### src/eth_pkg.sv
package eth_pkg;

    // cordic datapath widths: q30 values plus headroom for cordic gain
    localparam int ROT_W = 34;
    localparam int VEC_W = 34;

    // cordic gain compensation, 0.6072529350 in q30
    localparam logic [29:0] CORDIC_K  = 30'd652032874;
    localparam logic [31:0] TURN_HALF = 32'h8000_0000;

    // atan(2^-i) in units of 2^-32 turn
    function automatic logic [31:0] atan_turn(input int idx);
        logic [31:0] r;
        unique case (idx)
            0:  r = 32'h20000000;
            1:  r = 32'h12E4051E;
            2:  r = 32'h09FB385B;
            3:  r = 32'h051111D4;
            4:  r = 32'h028B0D43;
            5:  r = 32'h0145D7E1;
            6:  r = 32'h00A2F61E;
            7:  r = 32'h00517C55;
            8:  r = 32'h0028BE53;
            9:  r = 32'h00145F2F;
            10: r = 32'h000A2F98;
            11: r = 32'h000517CC;
            12: r = 32'h00028BE6;
            13: r = 32'h000145F3;
            14: r = 32'h0000A2FA;
            15: r = 32'h0000517D;
            16: r = 32'h000028BE;
            17: r = 32'h0000145F;
            18: r = 32'h00000A30;
            19: r = 32'h00000518;
            20: r = 32'h0000028C;
            21: r = 32'h00000146;
            22: r = 32'h000000A3;
            23: r = 32'h00000051;
            24: r = 32'h00000029;
            25: r = 32'h00000014;
            26: r = 32'h0000000A;
            27: r = 32'h00000005;
            28: r = 32'h00000003;
            29: r = 32'h00000001;
            30: r = 32'h00000001;
            default: r = 32'h00000000;
        endcase
        return r;
    endfunction

endpackage

### src/eth_vec_cell.sv
module eth_vec_cell #(
    parameter int SHIFT = 0,
    parameter int PW    = 33
) (
    input  logic                             aclk,
    input  logic                             en,
    input  logic signed [eth_pkg::VEC_W-1:0] x_in,
    input  logic signed [eth_pkg::VEC_W-1:0] y_in,
    input  logic        [31:0]               z_in,
    input  logic        [PW-1:0]             p_in,
    output logic signed [eth_pkg::VEC_W-1:0] x_reg,
    output logic signed [eth_pkg::VEC_W-1:0] y_reg,
    output logic        [31:0]               z_reg,
    output logic        [PW-1:0]             p_reg
);
    import eth_pkg::*;

    localparam logic [31:0] ATAN = atan_turn(SHIFT);

    logic signed [VEC_W-1:0] dx, dy;
    logic signed [VEC_W-1:0] x_next, y_next;
    logic        [31:0]      z_next;

    assign dx = y_in >>> SHIFT;
    assign dy = x_in >>> SHIFT;

    always_comb begin
        if (y_in >= 0) begin
            x_next = x_in + dx;
            y_next = y_in - dy;
            z_next = z_in + ATAN;
        end else begin
            x_next = x_in - dx;
            y_next = y_in + dy;
            z_next = z_in - ATAN;
        end
    end

    always_ff @(posedge aclk) begin
        if (en) begin
            x_reg <= x_next;
            y_reg <= y_next;
            z_reg <= z_next;
            p_reg <= p_in;
        end
    end

endmodule

### config.mk
export PLATFORM = sky130hd
export DESIGN_NAME = eth_vec_cell
export DESIGN_NICKNAME = d
export VERILOG_FILES = /design/src/eth_pkg.sv /design/src/eth_vec_cell.sv
export SDC_FILE = /design/constraint.sdc
export NUM_CORES = 1
export LEC_CHECK = 0
export BUFFER_PORTS_ARGS = -buffer_cell sky130_fd_sc_hd__buf_2
export CAP_MARGIN = 25
export CORE_MARGIN = 2
export CORE_UTILIZATION = 53
export DETAILED_ROUTE_END_ITERATION = 8
export GPL_TIMING_DRIVEN = 0
export PLACE_DENSITY_LB_ADDON = 0.2
export SYNTH_ARGS = -nofsm -noshare
export SYNTH_HDL_FRONTEND = slang
export SYNTH_SLANG_ARGS = --single-unit
### constraint.sdc
create_clock -name aclk -period 7.5 [get_ports aclk]
set_input_delay 0.75 -clock aclk [delete_from_list [all_inputs] [get_ports aclk]]
set_output_delay 0.75 -clock aclk [all_outputs]
set_load 0.01 [all_outputs]
## Word-level counts from Yosys, hierarchy flattened

Index checks and enable logic that the tools add are counted.
W data, S select, Z words.

- Register bits after elaboration: 133
- Input bits: 135
- Output and inout port bits: 133
- Word-level logic and storage cells: 13

- Add/sub/neg operators: 5
- Magnitude comparators: 1
- Muxes and demuxes: 3

Operators with widths:

| kind | count |
|---|---|
| $mux W34 | 2 |
| $sub A34 B34 Y34 | 2 |
| $add A34 B34 Y34 | 1 |
| $ge A34 B1 Y1 const B | 1 |
| $add A32 B30 Y32 const B | 1 |
| $mux W32 | 1 |
| $sub A32 B30 Y32 const B | 1 |

## Longest topological paths before layout

- Depth in word-level cells: 2
- Mapped depth: 12
- Depth with buffers taken out: 11

## Worst setup path before layout

OpenSTA, ideal clock, no wires.

- Path type: input port to flip-flop
- Start: input port x_in[15] in the netlist's numbering
- End: register x_reg[27] in the netlist's numbering (data pin)
- Arrival: 2.935 ns
- Required time: 7.230 ns
- Setup slack: 4.295 ns
- Cell stages on the path: 11
- Cell sequence: inv_1 > ha_1 > buf_6 > or4_4 > o21bai_1 > a31oi_2 > nand2_1 > and4_4 > or2_4 > o221a_1 > xor2_1

- Cells in the longest elaborated chain, start to end: 2

Ends and longest elaborated chain:

| item | RTL line | text |
|---|---|---|
| from (decl) | eth_vec_cell.sv:7 | `input logic signed [eth_pkg::VEC_W-1:0] x_in,` |
| $sub A34 B34 Y34 / $add A34 B34 Y34 (equally long branches) | eth_vec_cell.sv:33, eth_vec_cell.sv:29 |  |
| $mux W34 * | eth_vec_cell.sv:28 | `if (y_in >= 0) begin` |
| named net x_next[27] | eth_vec_cell.sv:21 | `logic signed [VEC_W-1:0] x_next, y_next;` |
| to (signal assigned) | eth_vec_cell.sv:41 | `x_reg <= x_next;` |
| to (decl) | eth_vec_cell.sv:11 | `output logic signed [eth_pkg::VEC_W-1:0] x_reg,` |

Mark *: on every way through the listed nets, which the timed path passes. The rest lies on a longest branch.
A chain may end at the register's enable or synchronous reset.

## Worst setup path after layout

- Start: input port x_in[6] in the netlist's numbering
- End: register x_reg[33] in the netlist's numbering (data pin)

The elaborated chain is that of the path after synthesis.

==> run metrics <==
met2 routed WL 16170 um; Post-Place Worst Slack 3507 ps; HP Class in -> reg; met1 wire length 14400 um; Mapped Area 0.01002 mm2; VDD IR max 0.1630 mV; Post-DP Area 0.01168 mm2; WL/cell ~22 um; Antenna Violating Nets Remaining 0; Tmin final 3791 ps; Post-synth EDFFs 132; post-synthesis cell type count 75; Gate Count Post-Synth 1063; Syn Area/Cell 9.427 um2; largest net degree at the start of global routing 107; CTS tree done; register bit count reported by yosys between 100 and 150; Core ar. 0.01864 mm2; Tcrit/Tclk final 0.5055; Achievable Freq around 260 MHz; antenna violations before repair 0; Detailed Routing Iterations Pass 1 5; post-CTS resize count 0; Critical Path Start Type primary input; CTS Hold Bufs 0; syn nets between 1000 and 1500; routability cong. between 0.9 and 1; CTS root buffer clkbuf_16; Post-Place Cells 1564; top layer in use met4; number of global-route vias before repair 8921; TritonCTS sink count approximately 130; Max-slew headroom 0.2947; YS warnings 0; final setup TNS 0 ps; Worst Tran Pin Value 1058 ps; Finished Cell Area 0.01227 mm2; LEAKAGE 5.469 nW; nets around 1600; dominant synthesized flop cell edfxtp_1; Slew Viols, Final 0; RSZ-0062 raised after global routing no; Final Core Density 0.6581; Largest register FFs 34; number of I/O pins 268; Via density 6.004; total CTS buffers 17; H-Tree Depth 4; Die Span X 141.5 um; global route overflow 0; # port buffers 266; Synth async-reset ratio 0; DIE AREA ~0.02 mm2; clock tree buffer depth 2; Final HPWL DP 27160 um; crit path capture type flop; Seq/Total Area, Yosys 0.3956; share of cells above drive strength 1 0.2474; final hold vios 0; Starting DRT DRC Count 951; wirelength, routed around 35000 um; max cap viols 0; Final Worst Setup Slack 3709 ps; Post-CTS Setup Repair Bufs 0; Required @ worst endpoint approximately 7700 ps; Final Non-Filler Cells 1596; P&R area growth vs syn 22.44%; met3 wire length 3010 um; Residual DRC 0; die height 141.5 um; starting density of the core 0.5375; CP arrival approximately 4000 ps; total design power approximately 2.6 mW; Clock transition at path regs 70 ps; Final Setup Violations 0; via count ~9600; GRT Total Usage 0.3341; status complete, no violations; Crit Path Class in -> reg; FP Rows 50; worst-path maximum fanout 8; hold_ws 490.4 ps; pwr dens 210.6 mW/mm2; Ant. Diodes 0; first-pass GRT wire length between 50000 and 60000 um
## layout by cell type (no fill, tap or decap), drive strengths merged, types with 7 or more instances in the layout
cell type / instances
nor2: 71
edfxtp: 132
o211ai: 8
o21bai: 21
a31oi: 10
mux2i: 13
nor2b: 20
nor4: 8
xor2: 10
a21boi: 7
a21oi: 102
xnor2: 55
nand2b: 13
clkbuf: 41
nand3: 13
o31ai: 17
buf: 291
o21ai: 80
o22ai: 7
nand2: 54
nand4: 11
nor3: 30
or3: 7
ha: 100
a21o: 19
or2: 10
a211oi: 13
inv: 114
## layer usage
metal	up-vias	track usage
met2	525	0.5544
met1	4567	0.4486
met4	0	0.1042
met3	69	0.05805
li1	4421	-
met5	-	0
## final cells by class
cell class,instances,area (um2)
plain buffers,48,206.4
clock buffers,17,425.4
clock inverters,15,165.2
fillers,1573,6374
inverters,106,397.9
multi-input cells,777,5453
flip-flops and latches,132,3964
well taps,234,292.8
repair buffers,267,1365
## worst paths after layout
check / from / end / depth (start not counted)
setup / recovery: x_in[6] / x_reg[33] / 12
hold / removal: z_in[4] / z_reg[4] / 1
## where the power goes
group          switching [mW]  total (mW)  internal (mW)  leakage, nW
sequential             0.0206       0.953          0.933         1.29
combinational           0.494       0.780          0.286         3.89
clock                   0.378       0.851          0.473        0.290
total                   0.892        2.58           1.69         5.47
## synthesized netlist by cell type, types with 19 or more instances
cell | count | share of area
o21bai_1 | 21 | 0.016
a21o_1 | 19 | 0.014
o21ai_0 | 60 | 0.030
nand2_1 | 54 | 0.020
inv_1 | 97 | 0.036
nor2_1 | 71 | 0.027
clkbuf_1 | 24 | 0.0090
a21oi_1 | 101 | 0.050
edfxtp_1 | 132 | 0.40
nor3_1 | 30 | 0.015
ha_1 | 100 | 0.12
xnor2_1 | 55 | 0.048
nor2b_1 | 20 | 0.012
o21ai_1 | 20 | 0.010
## cells by family after synthesis
group / count (synthesis) / synth area share
flip-flops: 132 / 0.3956
adder cells (fa/ha/maj): 104 / 0.1329
AND/OR/NAND/NOR: 256 / 0.1260
AO/OA/AOI/OAI: 339 / 0.2155
multiplexers: 13 / 0.01298
XOR/XNOR: 65 / 0.05681
buffers and inverters: 154 / 0.06031
## critical path, cell delays in order
cell,delay [ps]
buf_2,100
inv_1,40
ha_1,280
clkbuf_1,220
nor2_1,300
o211ai_1,250
nand4_1,160
o32ai_1,220
o311ai_1,880
a31oi_1,170
o31ai_1,410
xor2_1,150
No activity file was read; power rests on OpenSTA's default activity.
