### config.mk
export PLATFORM = sky130hd
export DESIGN_NAME = eth_rot_cell
export DESIGN_NICKNAME = d
export VERILOG_FILES = /design/src/eth_pkg.sv /design/src/eth_rot_cell.sv
export SDC_FILE = /design/constraint.sdc
export NUM_CORES = 1
export LEC_CHECK = 0
export ABC_AREA = 1
export BUFFER_PORTS_ARGS = -buffer_cell sky130_fd_sc_hd__buf_2
export CORE_ASPECT_RATIO = 2
export CORE_MARGIN = 2
export CORE_UTILIZATION = 33
export DETAILED_ROUTE_END_ITERATION = 10
export SYNTH_ARGS = -nofsm -noshare
export SYNTH_HDL_FRONTEND = slang
export SYNTH_SLANG_ARGS = --single-unit
### constraint.sdc
create_clock -name aclk -period 3.06 [get_ports aclk]
set_input_delay 0.612 -clock aclk [delete_from_list [all_inputs] [get_ports aclk]]
set_output_delay 0.612 -clock aclk [all_outputs]
set_load 0.1 [all_outputs]
### src/eth_pkg.sv
package eth_pkg;

    // cordic datapath widths: q30 values plus headroom for cordic gain
    localparam int ROT_W = 34;
    localparam int VEC_W = 34;

    // cordic gain compensation, 0.6072529350 in q30
    localparam logic [29:0] CORDIC_K  = 30'd652032874;
    localparam logic [31:0] TURN_HALF = 32'h8000_0000;

    // atan(2^-i) in units of 2^-32 turn
    function automatic logic [31:0] atan_turn(input int idx);
        logic [31:0] r;
        unique case (idx)
            0:  r = 32'h20000000;
            1:  r = 32'h12E4051E;
            2:  r = 32'h09FB385B;
            3:  r = 32'h051111D4;
            4:  r = 32'h028B0D43;
            5:  r = 32'h0145D7E1;
            6:  r = 32'h00A2F61E;
            7:  r = 32'h00517C55;
            8:  r = 32'h0028BE53;
            9:  r = 32'h00145F2F;
            10: r = 32'h000A2F98;
            11: r = 32'h000517CC;
            12: r = 32'h00028BE6;
            13: r = 32'h000145F3;
            14: r = 32'h0000A2FA;
            15: r = 32'h0000517D;
            16: r = 32'h000028BE;
            17: r = 32'h0000145F;
            18: r = 32'h00000A30;
            19: r = 32'h00000518;
            20: r = 32'h0000028C;
            21: r = 32'h00000146;
            22: r = 32'h000000A3;
            23: r = 32'h00000051;
            24: r = 32'h00000029;
            25: r = 32'h00000014;
            26: r = 32'h0000000A;
            27: r = 32'h00000005;
            28: r = 32'h00000003;
            29: r = 32'h00000001;
            30: r = 32'h00000001;
            default: r = 32'h00000000;
        endcase
        return r;
    endfunction

endpackage

### src/eth_rot_cell.sv
module eth_rot_cell #(
    parameter int SHIFT = 0,
    parameter int PW    = 2
) (
    input  logic                             aclk,
    input  logic                             en,
    input  logic signed [eth_pkg::ROT_W-1:0] x_in,
    input  logic signed [eth_pkg::ROT_W-1:0] y_in,
    input  logic signed [eth_pkg::ROT_W-1:0] z_in,
    input  logic        [PW-1:0]             p_in,
    output logic signed [eth_pkg::ROT_W-1:0] x_reg,
    output logic signed [eth_pkg::ROT_W-1:0] y_reg,
    output logic signed [eth_pkg::ROT_W-1:0] z_reg,
    output logic        [PW-1:0]             p_reg
);
    import eth_pkg::*;

    localparam logic signed [ROT_W-1:0] ATAN = ROT_W'(atan_turn(SHIFT));

    logic signed [ROT_W-1:0] dx, dy;
    logic signed [ROT_W-1:0] x_next, y_next, z_next;

    assign dx = y_in >>> SHIFT;
    assign dy = x_in >>> SHIFT;

    always_comb begin
        if (z_in >= 0) begin
            x_next = x_in - dx;
            y_next = y_in + dy;
            z_next = z_in - ATAN;
        end else begin
            x_next = x_in + dx;
            y_next = y_in - dy;
            z_next = z_in + ATAN;
        end
    end

    always_ff @(posedge aclk) begin
        if (en) begin
            x_reg <= x_next;
            y_reg <= y_next;
            z_reg <= z_next;
            p_reg <= p_in;
        end
    end

endmodule

== Word-level counts from Yosys, hierarchy flattened ==
Cells that the tools add are included.

* Input port bits: 106
* Word-level logic and storage cells: 13
* Register bits: 104
* Output and inout bits: 104

* $lt $le $gt $ge: 1
* Multiplexer cells: 3
* Add/subtract/negate cells: 5

{| class="wikitable"
|+ Operator list
! kind !! number
|-
| $mux 34 || 3
|-
| $sub 34x34->34 || 2
|-
| $add 34x31->34 const B || 1
|-
| $add 34x34->34 || 1
|-
| $ge 34x1->1 const B || 1
|-
| $sub 34x31->34 const B || 1
|}

== Logic depth before layout (Yosys ltp) ==
* Word-level depth: 2
* Mapped depth: 17
* Mapped depth without buffers: 16

== Least setup slack after synthesis ==
No wires, ideal clock.

* Path type: input-to-reg
* From: in z_in[33] (netlist name)
* To: reg z_reg[33] (netlist name), data pin
* Setup slack: 0.563 ns
* Setup time: 0.259 ns
* Cell stages on the path: 13
* Buffers on the path: 2
* Data arrival time: 2.237 ns
* Cell sequence: inv_1 ha_1 nand3_1 nor3_1 nand3b_1 o21ai_2 buf_4 buf_4 ha_1 nand2_1 nand2_1 a21oi_1 xnor2_1

* Longest elaborated chain between the ends: 2

{| class="wikitable"
|+ RTL lines
! element !! line !! source
|-
| start: declaration || eth_rot_cell.sv:9 || <nowiki>input logic signed [eth_pkg::ROT_W-1:0] z_in,</nowiki>
|-
| $add 34x31->34, or another cell as far along || eth_rot_cell.sv:34 || <nowiki>z_next = z_in + ATAN;</nowiki>
|-
| $mux 34 (*) || eth_rot_cell.sv:27 || <nowiki>if (z_in >= 0) begin</nowiki>
|-
| net z_next[33] || eth_rot_cell.sv:21 || <nowiki>logic signed [ROT_W-1:0] x_next, y_next, z_next;</nowiki>
|-
| end signal: assignment || eth_rot_cell.sv:42 || <nowiki>z_reg <= z_next;</nowiki>
|-
| end: declaration || eth_rot_cell.sv:13 || <nowiki>output logic signed [eth_pkg::ROT_W-1:0] z_reg,</nowiki>
|}

Mark *: on every way through the listed nets, which the timed path passes. The rest lies on a longest branch.
A chain may end at the register's enable or synchronous reset.

== Worst setup path in the final report ==
* From: in x_in[12] (netlist name)
* To: reg x_reg[14] (netlist name), data pin

* Longest elaborated chain between the ends: 2

{| class="wikitable"
|+ RTL lines
! element !! line !! source
|-
| start: declaration || eth_rot_cell.sv:7 || <nowiki>input logic signed [eth_pkg::ROT_W-1:0] x_in,</nowiki>
|-
| $add 34x34->34 / $sub 34x34->34 (equally long branches) || eth_rot_cell.sv:32, eth_rot_cell.sv:28 ||
|-
| $mux 34 (*) || eth_rot_cell.sv:27 ||
|-
| net x_next[14] || eth_rot_cell.sv:21 ||
|-
| end signal: assignment || eth_rot_cell.sv:40 || <nowiki>x_reg <= x_next;</nowiki>
|-
| end: declaration || eth_rot_cell.sv:11 || <nowiki>output logic signed [eth_pkg::ROT_W-1:0] x_reg,</nowiki>
|}

Marks and branches as above.

==> impl_summary.md <==
Timing
The pin slew with the least headroom to its limit is 0.5753 ns. Setup repair after global routing left no endpoint under its margin. The number of hold-slack violations in the final timing report is 0.

The upper clock frequency limit is ~390 MHz. The max-slew violation count is 0. In the final timing run, aggregate negative setup slack is 0 ns. The clock period could shrink to 2.591 ns. The number of setup violations in the final report is 0.

The final clock period utilization by the worst path is 0.8468. In the post-route analysis, the smallest setup slack over all paths is approximately 0.47 ns. In this run the tightest slew margin relative to its limit is 0.6124.

Setup path
Walking the worst path, the cells encountered are buf_2 > inv_1 > ha_1 > buf_4 > nor2_1 > inv_1 > o21ai_0 > nor2_1 > nand2_1 > nand2_1 > nand3_1 > o21ai_0. The startpoint-to-endpoint class of the critical path is in2reg. The type of element launching the critical path is an input port. STA classifies the critical path endpoint as a flip-flop. The arrival time reported for the critical path endpoint is between 2 and 3 ns. On the critical path the largest part of the delay comes from simple AND/OR/NAND/NOR gates.

The cell with the biggest individual delay on the critical path is sky130_fd_sc_hd__ha_1. The critical path contains buffers and inverters numbering 4 combined. The largest fanout on the critical path is 7.

The delay of the slowest critical-path stage is between 0.4 and 0.5 ns. The required time of the critical path is 3.15 ns.

Placed design
Timing analysis after detailed placement gives a worst setup slack of ~0.095 ns. The count of buffers inserted at the top-level ports is 209. The wire-length estimate of the detail-placed layout is 37.97 mm. The routability-driven placement congestion ratio is roughly 1.0.

Clock tree
The tree is rooted in a sky130_fd_sc_hd__clkbuf_16. CTS saw just over 100 sinks. Post-CTS timing repair inserted 0 buffers for setup. No sink is reached through more buffers than the 2 on the longest clock path. CTS built an H-tree with a depth of 3. Clock-pin slew was measured on the worst setup and hold paths at 0.09 ns. The clock tree from TritonCTS is built. Gates resized during post-CTS repair numbered 0. The number of buffers created by CTS is 9. The number of hold buffers added after cts is 0.

Floorplan
The die is around 260 um tall. The count of standard-cell rows is 94. After floorplanning, the core was sized to cover around 33,000 um2. The die span in x is 133.0 um. The number of top-level pins is 210. For this configuration, the core starts out at a cell density of 0.3345.

The floorplan die area is ~35,000 um2.

Power
The worst-case IR drop observed on VDD is around 0.29 mV. Summed over all nets, the switching power comes to ~0.0033 W. The sequential share of power is 0.286. The internal power consumption is 0.003103 W. The power density over the cells is around 490 nW/um2. The leakage dissipation is between 6 and 7 nW. Of the total power, the share spent switching nets is 0.5172. The clock network fraction of total power is 0.191. The combinational power share is 0.523.

Synthesis
The cell count after synthesis came out at ~1,600. For this run, the register share of the synthesized area comes to 0.2818. The post-synthesis register bit count is slightly above 100. Yosys printed 0 warnings. The fraction of registers with async set or reset after synthesis is 0. Counting every net in the synthesized netlist gives roughly 1,800. The number of synthesized flops with an enable pin is between 100 and 150. The synthesized netlist contains between 40 and 50 unique library cells.

Summing every instance area after synthesis gives around 11,000 um2. The primary flip-flop cell chosen by synthesis mapping is sky130_fd_sc_hd__edfxtp_1. The average instance in the mapped netlist occupies slightly below 7 um2.

Route
The routed layout has 11,656 vias. The post-detailed-route count of antenna-violating nets is 0. Using the TritonRoute via totals, the vias-per-cell ratio works out to between 5 and 6.

The overall routed net length is ~44 mm. The DRC violations left is 0. The first routing iteration left about 720 violations.

The first detailed-routing pass took 5 iterations. In the final routed layout, each cell accounts on average for about 19 um.

Final layout
The net total in the final layout is between 2,000 and 2,500. Once layout is complete, the utilization of the core stands at 0.3990. Of the cells placed in the final design, the portion with a size suffix greater than 1 is 0.1863. Relative to the synthesized area, the layout overhead comes to 19.28%.

The filler cells instantiated in the layout total about 3,600.

Global routing
For this run, the total global-route usage over all layers was measured as 0.2493. The number of antenna violations at the first check in global routing is 1. The wire length of the first global-routing pass is around 64 mm. The via count of the first global-routing pass is between 10,000 and 15,000. The largest net degree at the start of global routing is 66.

After global routing the overflow that remains totals 0.

Status
The flow ran to the end, and the final reports show no timing, DRC or antenna violations.

Hold path
The path class of the tightest hold or removal check is in2reg.

Run
The max-cap violation count is 0.
[power by group through the flow]
stage / clock network (W) / registers, W / logic [W]
after detailed placement: 0 / 0.00187 / 0.00334
after floorplan: 0 / 0.00311 / 0.00119
after global routing: 0.00130 / 0.00185 / 0.00356
final: 0.00123 / 0.00184 / 0.00336
after global placement: 0 / 0.00187 / 0.00333
after CTS: 0.00126 / 0.00184 / 0.00335
[metrics by stage]
step	power [W]	hold slack, ns	instances	cell area, um2
after floorplan	0.004295	0.7109	1631	10980
after global placement	0.005201	0.7932	2289	12780
after detailed placement	0.005216	0.7981	2289	12780
after CTS	0.006454	0.4170	2305	13090
after global routing	0.006718	0.4101	2305	13090
final	0.006427	0.4223	2306	13090
[cell type report]
class,instances,area (um2),share of cell area
Multi-Input combinational cell,1208,6544,0.4999
Sequential cell,103,3093,0.2363
Timing Repair Buffer,272,1572,0.1200
Inverter,274,1028,0.07856
Tap cell,432,540.5,0.04129
Clock buffer,9,225.2,0.01720
Clock inverter,7,86.33,0.006595
Antenna cell,1,2.502,0.0001911
[final timing paths]
kind	start	endpoint	cells after the start
setup / recovery	x_in[12]	x_reg[14]$_DFFE_PP_	12
hold / removal	z_in[23]	z_reg[23]$_DFFE_PP_	1
[Yosys cell counts (2+ instances only)]
| library cell | n | share of area |
|---|---|---|
| sky130_fd_sc_hd__o21ai_2 | 2 | 0.0016 |
| sky130_fd_sc_hd__nand3_1 | 157 | 0.072 |
| sky130_fd_sc_hd__a31oi_1 | 2 | 0.0011 |
| sky130_fd_sc_hd__nor3_2 | 2 | 0.0018 |
| sky130_fd_sc_hd__nor4_1 | 2 | 0.0011 |
| sky130_fd_sc_hd__xor2_1 | 35 | 0.028 |
| sky130_fd_sc_hd__inv_2 | 12 | 0.0041 |
| sky130_fd_sc_hd__nand3b_1 | 4 | 0.0027 |
| sky130_fd_sc_hd__nor4_2 | 3 | 0.0034 |
| sky130_fd_sc_hd__nand2_1 | 475 | 0.16 |
| sky130_fd_sc_hd__nor3_1 | 15 | 0.0068 |
| sky130_fd_sc_hd__nand4_1 | 16 | 0.0091 |
| sky130_fd_sc_hd__buf_6 | 4 | 0.0041 |
| sky130_fd_sc_hd__a21oi_2 | 6 | 0.0048 |
| sky130_fd_sc_hd__nor2_1 | 119 | 0.041 |
| sky130_fd_sc_hd__a21o_1 | 6 | 0.0041 |
| sky130_fd_sc_hd__o21bai_1 | 16 | 0.011 |
| sky130_fd_sc_hd__xnor2_1 | 2 | 0.0016 |
| sky130_fd_sc_hd__nor2_2 | 13 | 0.0074 |
| sky130_fd_sc_hd__inv_1 | 262 | 0.090 |
| sky130_fd_sc_hd__o21ai_1 | 11 | 0.0050 |
| sky130_fd_sc_hd__o211ai_1 | 2 | 0.0014 |
| sky130_fd_sc_hd__ha_1 | 103 | 0.12 |
| sky130_fd_sc_hd__nor2_4 | 2 | 0.0021 |
| sky130_fd_sc_hd__edfxtp_1 | 103 | 0.28 |
| sky130_fd_sc_hd__a21oi_1 | 108 | 0.049 |
| sky130_fd_sc_hd__fa_1 | 4 | 0.0073 |
| sky130_fd_sc_hd__o21ai_0 | 76 | 0.035 |
| sky130_fd_sc_hd__buf_2 | 11 | 0.0050 |
| sky130_fd_sc_hd__clkbuf_1 | 2 | 0.00068 |
| sky130_fd_sc_hd__nand2_2 | 13 | 0.0074 |
| sky130_fd_sc_hd__nand3_2 | 3 | 0.0027 |
| sky130_fd_sc_hd__buf_4 | 29 | 0.020 |
[per-layer routing]
layer	track usage	wire length [um]	vias up
li1	-	-	5696
met1	0.2259	14310	5282
met2	0.4724	23160	479
met3	0.01929	1660	199
met4	0.2545	5146	0
met5	0	0	-
[cell usage in the layout (no fill, tap or decap), types with 4 or more instances in the layout]
cell,count
sky130_fd_sc_hd__nand3_1,157
sky130_fd_sc_hd__buf_12,4
sky130_fd_sc_hd__inv_1,262
sky130_fd_sc_hd__buf_2,208
sky130_fd_sc_hd__edfxtp_1,103
sky130_fd_sc_hd__o21ai_1,11
sky130_fd_sc_hd__fa_1,4
sky130_fd_sc_hd__nand2_2,13
sky130_fd_sc_hd__nor3_1,15
sky130_fd_sc_hd__nand4_1,16
sky130_fd_sc_hd__ha_1,103
sky130_fd_sc_hd__inv_2,12
sky130_fd_sc_hd__clkbuf_16,9
sky130_fd_sc_hd__a21oi_1,108
sky130_fd_sc_hd__xor2_1,35
sky130_fd_sc_hd__nor2_2,13
sky130_fd_sc_hd__o21ai_0,76
sky130_fd_sc_hd__nor2_1,118
sky130_fd_sc_hd__buf_4,60
sky130_fd_sc_hd__a21o_1,6
sky130_fd_sc_hd__o21bai_1,16
sky130_fd_sc_hd__nand3b_1,4
sky130_fd_sc_hd__nand2_1,475
sky130_fd_sc_hd__a21oi_2,6
[logic make-up after synthesis]
kind of cell,share of synthesized area
AO/OA/AOI/OAI,0.1147
XOR/XNOR,0.02953
adder cells (fa/ha/maj),0.1247
buffers and inverters,0.1233
flip-flops,0.2818
AND/OR/NAND/NOR,0.3259
No activity file was read; power rests on OpenSTA's default activity.
